### config.mk
export PLATFORM = sky130hd
export DESIGN_NAME = framed_message_decoder
export DESIGN_NICKNAME = d
export VERILOG_FILES = /design/src/rtl/fmd_pkg.sv /design/src/rtl/framed_message_decoder.sv /design/src/rtl/fmd_in_stage.sv /design/src/rtl/fmd_core.sv
export SDC_FILE = /design/constraint.sdc
export NUM_CORES = 1
export LEC_CHECK = 0
export BUFFER_PORTS_ARGS = -buffer_cell sky130_fd_sc_hd__clkbuf_2
export CAP_MARGIN = 40
export CORE_ASPECT_RATIO = 1.4
export CORE_MARGIN = 3
export CORE_UTILIZATION = 58
export CTS_BUF_LIST = sky130_fd_sc_hd__clkbuf_16
export CTS_CLUSTER_SIZE = 16
export DETAILED_ROUTE_END_ITERATION = 6
export HOLD_SLACK_MARGIN = 0.15
export PLACE_DENSITY = 0.89
export SYNTH_ARGS = -nofsm -noshare
export SYNTH_HDL_FRONTEND = slang
export SYNTH_SLANG_ARGS = --single-unit
### constraint.sdc
create_clock -name clk -period 7.2 [get_ports clk]
set_clock_uncertainty 0.15 [all_clocks]
set_input_delay 1.44 -clock clk [delete_from_list [all_inputs] [get_ports clk]]
set_output_delay 1.44 -clock clk [all_outputs]
set_load 0.05 [all_outputs]
### src/rtl/fmd_pkg.sv
package fmd_pkg;

	// Header layout and field widths.
	localparam int HDR_BYTES = 16;
	localparam int HDR_IDX_W = $clog2(HDR_BYTES);
	localparam int LIMIT_W = 17;
	localparam int PAYLOAD_CAP_DEF = 65536;
	localparam logic [LIMIT_W-1:0] LIMIT_RESET = 17'h10000;

	// Header constants.
	localparam logic [7:0] MAGIC_B0 = 8'h46;
	localparam logic [7:0] MAGIC_B1 = 8'h4D;
	localparam logic [7:0] MAGIC_B2 = 8'h47;
	localparam logic [7:0] MAGIC_B3 = 8'h4F;
	localparam logic [7:0] VERSION_OK = 8'd1;
	localparam logic [7:0] TYPE_MIN = 8'd1;
	localparam logic [7:0] TYPE_MAX = 8'd5;
	localparam logic [7:0] TYPE_NOREQ_A = 8'd3;
	localparam logic [7:0] TYPE_NOREQ_B = 8'd5;

	// Decode status codes.
	localparam logic [2:0] ST_INCOMPLETE = 3'd0;
	localparam logic [2:0] ST_READY = 3'd1;
	localparam logic [2:0] ST_MALFORMED = 3'd2;
	localparam logic [2:0] ST_BADVER = 3'd3;
	localparam logic [2:0] ST_OVERSIZED = 3'd4;

	// Command codes.
	localparam logic CMD_DATA = 1'b0;
	localparam logic CMD_RESTART = 1'b1;

	localparam int OUT_TDATA_W = 88;

	typedef struct packed {
		logic command;
		logic [7:0] data_byte;
	} item_t;

	typedef struct packed {
		logic accepted;
		logic [2:0] status;
		logic payload_valid;
		logic [7:0] payload_byte;
		logic header_valid;
		logic [7:0] frame_type;
		logic [31:0] request_id;
		logic [31:0] payload_length;
	} result_t;

endpackage

### src/rtl/framed_message_decoder.sv
// Channel   Direction  Transfer carries
// s_axis    in         tuser: command; tdata: data_byte
// m_axis    out        tdata: one result per input item
// cfg       in         data: size_limit
//
// An item passes through the input register and then through the header/payload
// decode into the result register. A new item is taken every cycle while
// results are taken. The decode state (byte count and status) advances as an
// item enters the result register. Reset clears the control state and sets
// size_limit to 65536. A stalled result holds while one more item waits in the
// input register.
module framed_message_decoder #(
	parameter int PAYLOAD_CAP = fmd_pkg::PAYLOAD_CAP_DEF
) (
	input  logic clk,
	input  logic arst_n,
	input  logic s_axis_tvalid,
	output logic s_axis_tready,
	input  logic [7:0] s_axis_tdata,   // data_byte[7:0]
	input  logic s_axis_tuser,         // command[0]
	output logic m_axis_tvalid,
	input  logic m_axis_tready,
	// accepted[0], status[3:1], payload_valid[4], payload_byte[12:5],
	// header_valid[13], frame_type[21:14], request_id[53:22],
	// payload_length[85:54], zero[87:86]
	output logic [fmd_pkg::OUT_TDATA_W-1:0] m_axis_tdata,
	input  logic cfg_valid,
	output logic cfg_ready,
	input  logic [fmd_pkg::LIMIT_W-1:0] cfg_data
);
	import fmd_pkg::*;

	logic [LIMIT_W-1:0] size_limit_q;
	item_t up_item, s1_item;
	logic s1_valid, s1_ready;
	result_t res;

	// The limit register takes a write in any cycle.
	assign cfg_ready = 1'b1;

	always_ff @(posedge clk or negedge arst_n) begin
		if (!arst_n) begin
			size_limit_q <= LIMIT_RESET;
		end else if (cfg_valid && cfg_ready) begin
			size_limit_q <= cfg_data;
		end
	end

	assign up_item.command = s_axis_tuser;
	assign up_item.data_byte = s_axis_tdata;

	fmd_in_stage u_in (
		.clk      (clk),
		.arst_n   (arst_n),
		.up_valid (s_axis_tvalid),
		.up_ready (s_axis_tready),
		.up_item  (up_item),
		.dn_valid (s1_valid),
		.dn_ready (s1_ready),
		.dn_item  (s1_item)
	);

	fmd_core #(
		.PAYLOAD_CAP (PAYLOAD_CAP)
	) u_core (
		.clk        (clk),
		.arst_n     (arst_n),
		.size_limit (size_limit_q),
		.in_valid   (s1_valid),
		.in_ready   (s1_ready),
		.in_item    (s1_item),
		.out_valid  (m_axis_tvalid),
		.out_ready  (m_axis_tready),
		.out_res    (res)
	);

	// Pack the result fields from the lowest bit up.
	assign m_axis_tdata = {2'b00, res.payload_length, res.request_id, res.frame_type,
		res.header_valid, res.payload_byte, res.payload_valid, res.status, res.accepted};

endmodule

### src/rtl/fmd_in_stage.sv
module fmd_in_stage (
	input  logic clk,
	input  logic arst_n,
	input  logic up_valid,
	output logic up_ready,
	input  fmd_pkg::item_t up_item,
	output logic dn_valid,
	input  logic dn_ready,
	output fmd_pkg::item_t dn_item
);
	import fmd_pkg::*;

	logic valid_s1;
	item_t item_s1;

	// The stage takes a new transfer whenever it is empty or drains this cycle.
	assign up_ready = !valid_s1 || dn_ready;
	assign dn_valid = valid_s1;
	assign dn_item = item_s1;

	always_ff @(posedge clk or negedge arst_n) begin
		if (!arst_n) begin
			valid_s1 <= 1'b0;
		end else if (up_ready) begin
			valid_s1 <= up_valid;
		end
	end

	always_ff @(posedge clk) begin
		if (up_valid && up_ready) begin
			item_s1 <= up_item;
		end
	end

endmodule

### src/rtl/fmd_core.sv
module fmd_core #(
	parameter int PAYLOAD_CAP = fmd_pkg::PAYLOAD_CAP_DEF
) (
	input  logic clk,
	input  logic arst_n,
	input  logic [fmd_pkg::LIMIT_W-1:0] size_limit,
	input  logic in_valid,
	output logic in_ready,
	input  fmd_pkg::item_t in_item,
	output logic out_valid,
	input  logic out_ready,
	output fmd_pkg::result_t out_res
);
	import fmd_pkg::*;

	localparam int CNT_W = $clog2(HDR_BYTES + PAYLOAD_CAP + 1);
	localparam logic [LIMIT_W-1:0] MAX_LIM = LIMIT_W'(PAYLOAD_CAP);

	logic [CNT_W-1:0] cnt_q, cnt_n;
	logic [2:0] status_q, status_n;
	logic [7:0] hdr_q [HDR_BYTES];
	logic [7:0] hdr_n [HDR_BYTES];
	logic hdr_wr;
	logic advance;
	logic out_valid_q;
	result_t res_q, res_n;

	logic [LIMIT_W-1:0] lim;
	logic [31:0] req_w, len_w;
	logic [7:0] ty;
	logic magic_ok, rsv_ok, ty_ok, ty_range;
	logic [CNT_W-1:0] pay_cnt;

	// One item moves through when the result register is free or being emptied.
	assign in_ready = !out_valid_q || out_ready;
	assign advance = in_valid && in_ready;
	assign out_valid = out_valid_q;
	assign out_res = res_q;

	assign lim = (size_limit < MAX_LIM) ? size_limit : MAX_LIM;
	assign hdr_wr = (in_item.command == CMD_DATA) && (status_q == ST_INCOMPLETE) &&
		(cnt_q < CNT_W'(HDR_BYTES));

	// Header view with this item's byte already in place.
	always_comb begin
		hdr_n = hdr_q;
		if (hdr_wr) begin
			hdr_n[cnt_q[HDR_IDX_W-1:0]] = in_item.data_byte;
		end
	end

	assign ty = hdr_n[5];
	assign req_w = {hdr_n[8], hdr_n[9], hdr_n[10], hdr_n[11]};
	assign len_w = {hdr_n[12], hdr_n[13], hdr_n[14], hdr_n[15]};
	assign magic_ok = (hdr_n[0] == MAGIC_B0) && (hdr_n[1] == MAGIC_B1) &&
		(hdr_n[2] == MAGIC_B2) && (hdr_n[3] == MAGIC_B3);
	assign rsv_ok = (hdr_n[6] == 8'd0) && (hdr_n[7] == 8'd0);
	assign ty_range = (ty >= TYPE_MIN) && (ty <= TYPE_MAX);
	assign ty_ok = ty_range && (((ty == TYPE_NOREQ_A) || (ty == TYPE_NOREQ_B)) ?
		(req_w == 32'd0) : (req_w != 32'd0));

	// Payload bytes consumed once this byte is counted.
	assign pay_cnt = cnt_q - CNT_W'(HDR_BYTES - 1);

	// Next decoder state and the result for this item.
	always_comb begin
		cnt_n = cnt_q;
		status_n = status_q;
		res_n = '0;
		if (in_item.command == CMD_RESTART) begin
			cnt_n = '0;
			status_n = ST_INCOMPLETE;
		end else if (status_q == ST_INCOMPLETE) begin
			res_n.accepted = 1'b1;
			cnt_n = cnt_q + CNT_W'(1);
			if (hdr_wr) begin
				if (cnt_q == CNT_W'(HDR_BYTES - 1)) begin
					if (!magic_ok || !rsv_ok || !ty_ok) begin
						status_n = ST_MALFORMED;
					end else if (hdr_n[4] != VERSION_OK) begin
						status_n = ST_BADVER;
					end else if (len_w > 32'(lim)) begin
						status_n = ST_OVERSIZED;
					end else if (len_w == 32'd0) begin
						status_n = ST_READY;
					end
				end
			end else begin
				res_n.payload_valid = 1'b1;
				res_n.payload_byte = in_item.data_byte;
				if (32'(pay_cnt) >= len_w) begin
					status_n = ST_READY;
				end
			end
		end
		res_n.status = status_n;
		if (cnt_n >= CNT_W'(HDR_BYTES)) begin
			res_n.header_valid = (status_n == ST_INCOMPLETE) || (status_n == ST_READY);
			res_n.frame_type = ty;
			res_n.request_id = req_w;
			res_n.payload_length = len_w;
		end
	end

	// Decoder state and result valid.
	always_ff @(posedge clk or negedge arst_n) begin
		if (!arst_n) begin
			cnt_q <= '0;
			status_q <= ST_INCOMPLETE;
			out_valid_q <= 1'b0;
		end else begin
			if (in_ready) begin
				out_valid_q <= in_valid;
			end
			if (advance) begin
				cnt_q <= cnt_n;
				status_q <= status_n;
			end
		end
	end

	// Header bytes and result payload.
	always_ff @(posedge clk) begin
		if (advance) begin
			res_q <= res_n;
			if (hdr_wr) begin
				hdr_q[cnt_q[HDR_IDX_W-1:0]] <= in_item.data_byte;
			end
		end
	end

endmodule

==> impl_metrics.csv <==
group,metric,value,unit
die,placementRows,64,
sta,hold_viol_final,0,
route,ant_nets,0,
setup_path,worst_ep_required_time,7.40,ns
die,die_area,0.0246,sq mm
cells_and_area,antenna_cells,0,
sta,setup_violations,0,
yosys,ys_dominant_reg_cell,"edfxtp_1",
power,switching_share,0.264,
sta,min_period,5.79,ns
power,p_leak,5.82,nW
global_routing,gr-total-overflow,0,
yosys,yosysTopAreaCell,"edfxtp_1",
hold_path,hold_depth,1,
placed_design,post_dp_cell_area,0.0140,sq mm
route,dr_total_vias,9045,
setup_path,ff2ff_path_depth,16,
setup_path,r2r_end,"u_core.out_res[72]",
power,clkPwrFrac,0.354,
yosys,synth_cell_types,73,
global_routing,grt_max_degree,131,
sta,rsz0062_at_grt,"false",
cells_and_area,fin_area,0.0148,sq mm
yosys,synth-seq-cells,262,
die,core-area,0.0221,sq mm
yosys,synth_common_cells,"edfxtp_1 (223), nand2_1 (105), mux2_2 (101)",
clock_tree,cts_buffer_depth,3,
power,combPwrFrac,0.141,
yosys,netlist_instances,1064,
yosys,ys_seq_area_frac,0.583,
power,intPower,2.71,mW
setup_path,crit_arrival,5.99,ns
hold_path,min_to,"u_core.out_valid",
global_routing,track_usage,0.237,
cells_and_area,synthToLayoutAreaGrowth,12.1,%
job,max-cap-violations,0,
clock_tree,htree_levels,1,
route,wl_met1,10.9,mm
sta,period_share,0.805,
sta,tns,0,ns
clock_tree,cts_buffers,24,
setup_path,crit_fanout,24,
clock_tree,root_buffer,"clkbuf_16",
route,dr.pass1.iters,7,
global_routing,grt_pass1_wl,46.5,mm
clock_tree,post-cts-setup-buffer-count,0,
yosys,synth_top_area_frac,0.508,
route,wirelength,29.7,mm
route,routedWlPerCell,20.2,um
sta,relSlewSlack,0.392,
yosys,syn_avg_cell_area,12.4,sq um
hold_path,hold_path_class,"reg2reg",
clock_tree,clock_latency,0.53,ns
setup_path,ff2ff_setup_slack,1.41,ns
power,p_per_area,250,mW/mm^2
global_routing,grt_antenna_before_repair,0,
clock_tree,clk_pin_slew,0.06,ns
power,power_frac_seq,0.505,
placed_design,dpl.hpwl,20.4,mm
sta,max_freq,173,MHz
setup_path,r2r-start,"u_in.dn_item[8]",
route,route.met3.wl,2.00,mm
sta,worstMarginPinSlew,0.913,ns
power,switchingPower,973,uW
die,initial_core_util,0.596,
clock_tree,cts.repair.resized,0,
die,fp.dieH,184,um
cells_and_area,drive_above_1_share,0.259,
clock_tree,cts.sinks,262,
yosys,synth_edf_count,223,
cells_and_area,layout.nets,1221,
yosys,syn_area,0.0132,sq mm
yosys,yosysMostFrequentCell,"edfxtp_1",
yosys,netlist_top_cells_area,"edfxtp_1 (51%), mux2_2 (8.6%), dfrtp_1 (7.2%)",
die,die_w,133,um
route,highest_layer,"met4",
setup_path,worst_setup_path_start_kind,"flop",
route,drt_iter0_drc,1000,
outcome,violations,"DRC",
clock_tree,hold_buffers,0,
route,wl_met2,15.0,mm
route,detail_route.vias_per_cell,6.16,
clock_tree,tritoncts,"done",
sta,slew_violations,0,
placed_design,gp_congestion,1.00,
power,vdd_ir_drop_max,0.000188,V
outcome,status,"complete, but fails checks",
setup_path,critPathKind,"reg2reg",
global_routing,grt_pass1_vias,8879,
placed_design,numPortBuffers,118,
route,drc,4,
die,num_io_pins,122,
yosys,yosys_warnings,0,
yosys,async_flop_share,0.149,
hold_path,hold_start,"u_in.dn_valid",
setup_path,end_kind,"flop",
## critical path: stages (launching register included)
cell	delay [ns]
edfxtp_1	0.37
buf_4	0.23
nor4_4	0.65
and2_1	0.58
nand4_1	0.75
mux2i_1	0.56
inv_1	0.12
ha_1	0.33
a21oi_1	0.12
o21ai_0	0.11
a221o_1	0.36
a221o_1	0.35
nor3_1	0.19
a41oi_1	0.11
o21a_1	0.26
a21oi_2	0.16
nor4b_2	0.20
## per-stage QoR
step / hold slack, ns / util / instances / setup slack (ns) / power (mW)
global placement: 0.321 / 0.628 / 1422 / 1.61 / 2.37
detailed placement: 0.347 / 0.631 / 1425 / 1.51 / 2.40
CTS: 0.361 / 0.668 / 1469 / 1.45 / 3.69
global route: 0.375 / 0.668 / 1469 / 1.08 / 3.80
finish: 0.359 / 0.668 / 1469 / 1.41 / 3.69
floorplan: 0.307 / - / 1065 / 2.33 / 2.26
## state kept, by name, indices dropped and copies added (netlist names)
register          count
u_core.out_valid      1
size_limit_q         17
u_in.dn_valid         1
u_core.cnt_q         17
u_in.dn_item          9
u_core.out_res       86
u_core.hdr_q        128
u_core.status_q       3
## power by group through the flow
stage | combinational [mW] | sequential, mW | clock, mW
2_1_floorplan | 0.279 | 1.99 | 0
3_3_place_gp | 0.491 | 1.88 | 0
3_5_place_dp | 0.515 | 1.89 | 0
4_1_cts | 0.518 | 1.86 | 1.32
5_1_grt | 0.558 | 1.87 | 1.38
6_report | 0.519 | 1.86 | 1.31
## layer usage
| metal | track usage | vias to the layer above |
|---|---|---|
| met4 | 0.141 | 0 |
| met2 | 0.411 | 434 |
| met5 | 0 | - |
| met3 | 0.0350 | 107 |
| met1 | 0.282 | 4403 |
| li1 | - | 4101 |
## final cells by class
| class | count | area, sq um |
|---|---|---|
| Sequential cell | 262 | 7670 |
| Fill cell | 1620 | 7330 |
| Multi-Input combinational cell | 704 | 5050 |
| Timing Repair Buffer | 132 | 741 |
| Clock buffer | 25 | 626 |
| Tap cell | 297 | 372 |
| Clock inverter | 19 | 189 |
| Inverter | 30 | 120 |
## cell usage in the layout (no fill, tap or decap), types with 26 or more instances in the layout
cell type,instances
a21oi_1,30
clkbuf_2,118
dfrtp_1,38
edfxtp_1,223
ha_1,36
inv_1,29
mux2_2,101
mux2i_1,31
nand2_1,105
nand4_1,26
nor2_1,72
nor2b_1,47
o21ai_0,42
## worst max path at each step
stage                              end  depth (start not counted)             from  slack (ns)
global placement    u_core.out_res[72]                         16  u_in.dn_item[8]        1.61
global route        u_core.out_res[72]                         16  u_in.dn_item[8]        1.08
CTS                 u_core.out_res[72]                         16  u_in.dn_item[8]        1.45
detailed placement  u_core.out_res[72]                         16  u_in.dn_item[8]        1.51
floorplan              u_core.hdr_q[0]                          3    m_axis_tready        2.33
finish              u_core.out_res[72]                         16  u_in.dn_item[8]        1.41
## kinds of logic (layout without fill, tap and decap cells)
group                      count (synthesis)  after routing  synth area share
and+or+nand+nor                          386            386             0.161
DFF                                      262            262             0.583
muxes                                    136            136             0.115
AOI/OAI and AO/OA                        124            124            0.0590
buffers and inverters                     99            206            0.0345
adders and majority gates                 37             37            0.0350
xor gates and xnor gates                  18             18            0.0120
other                                      2              3          0.000570
Note: power is estimated with default switching activity, not from simulation.
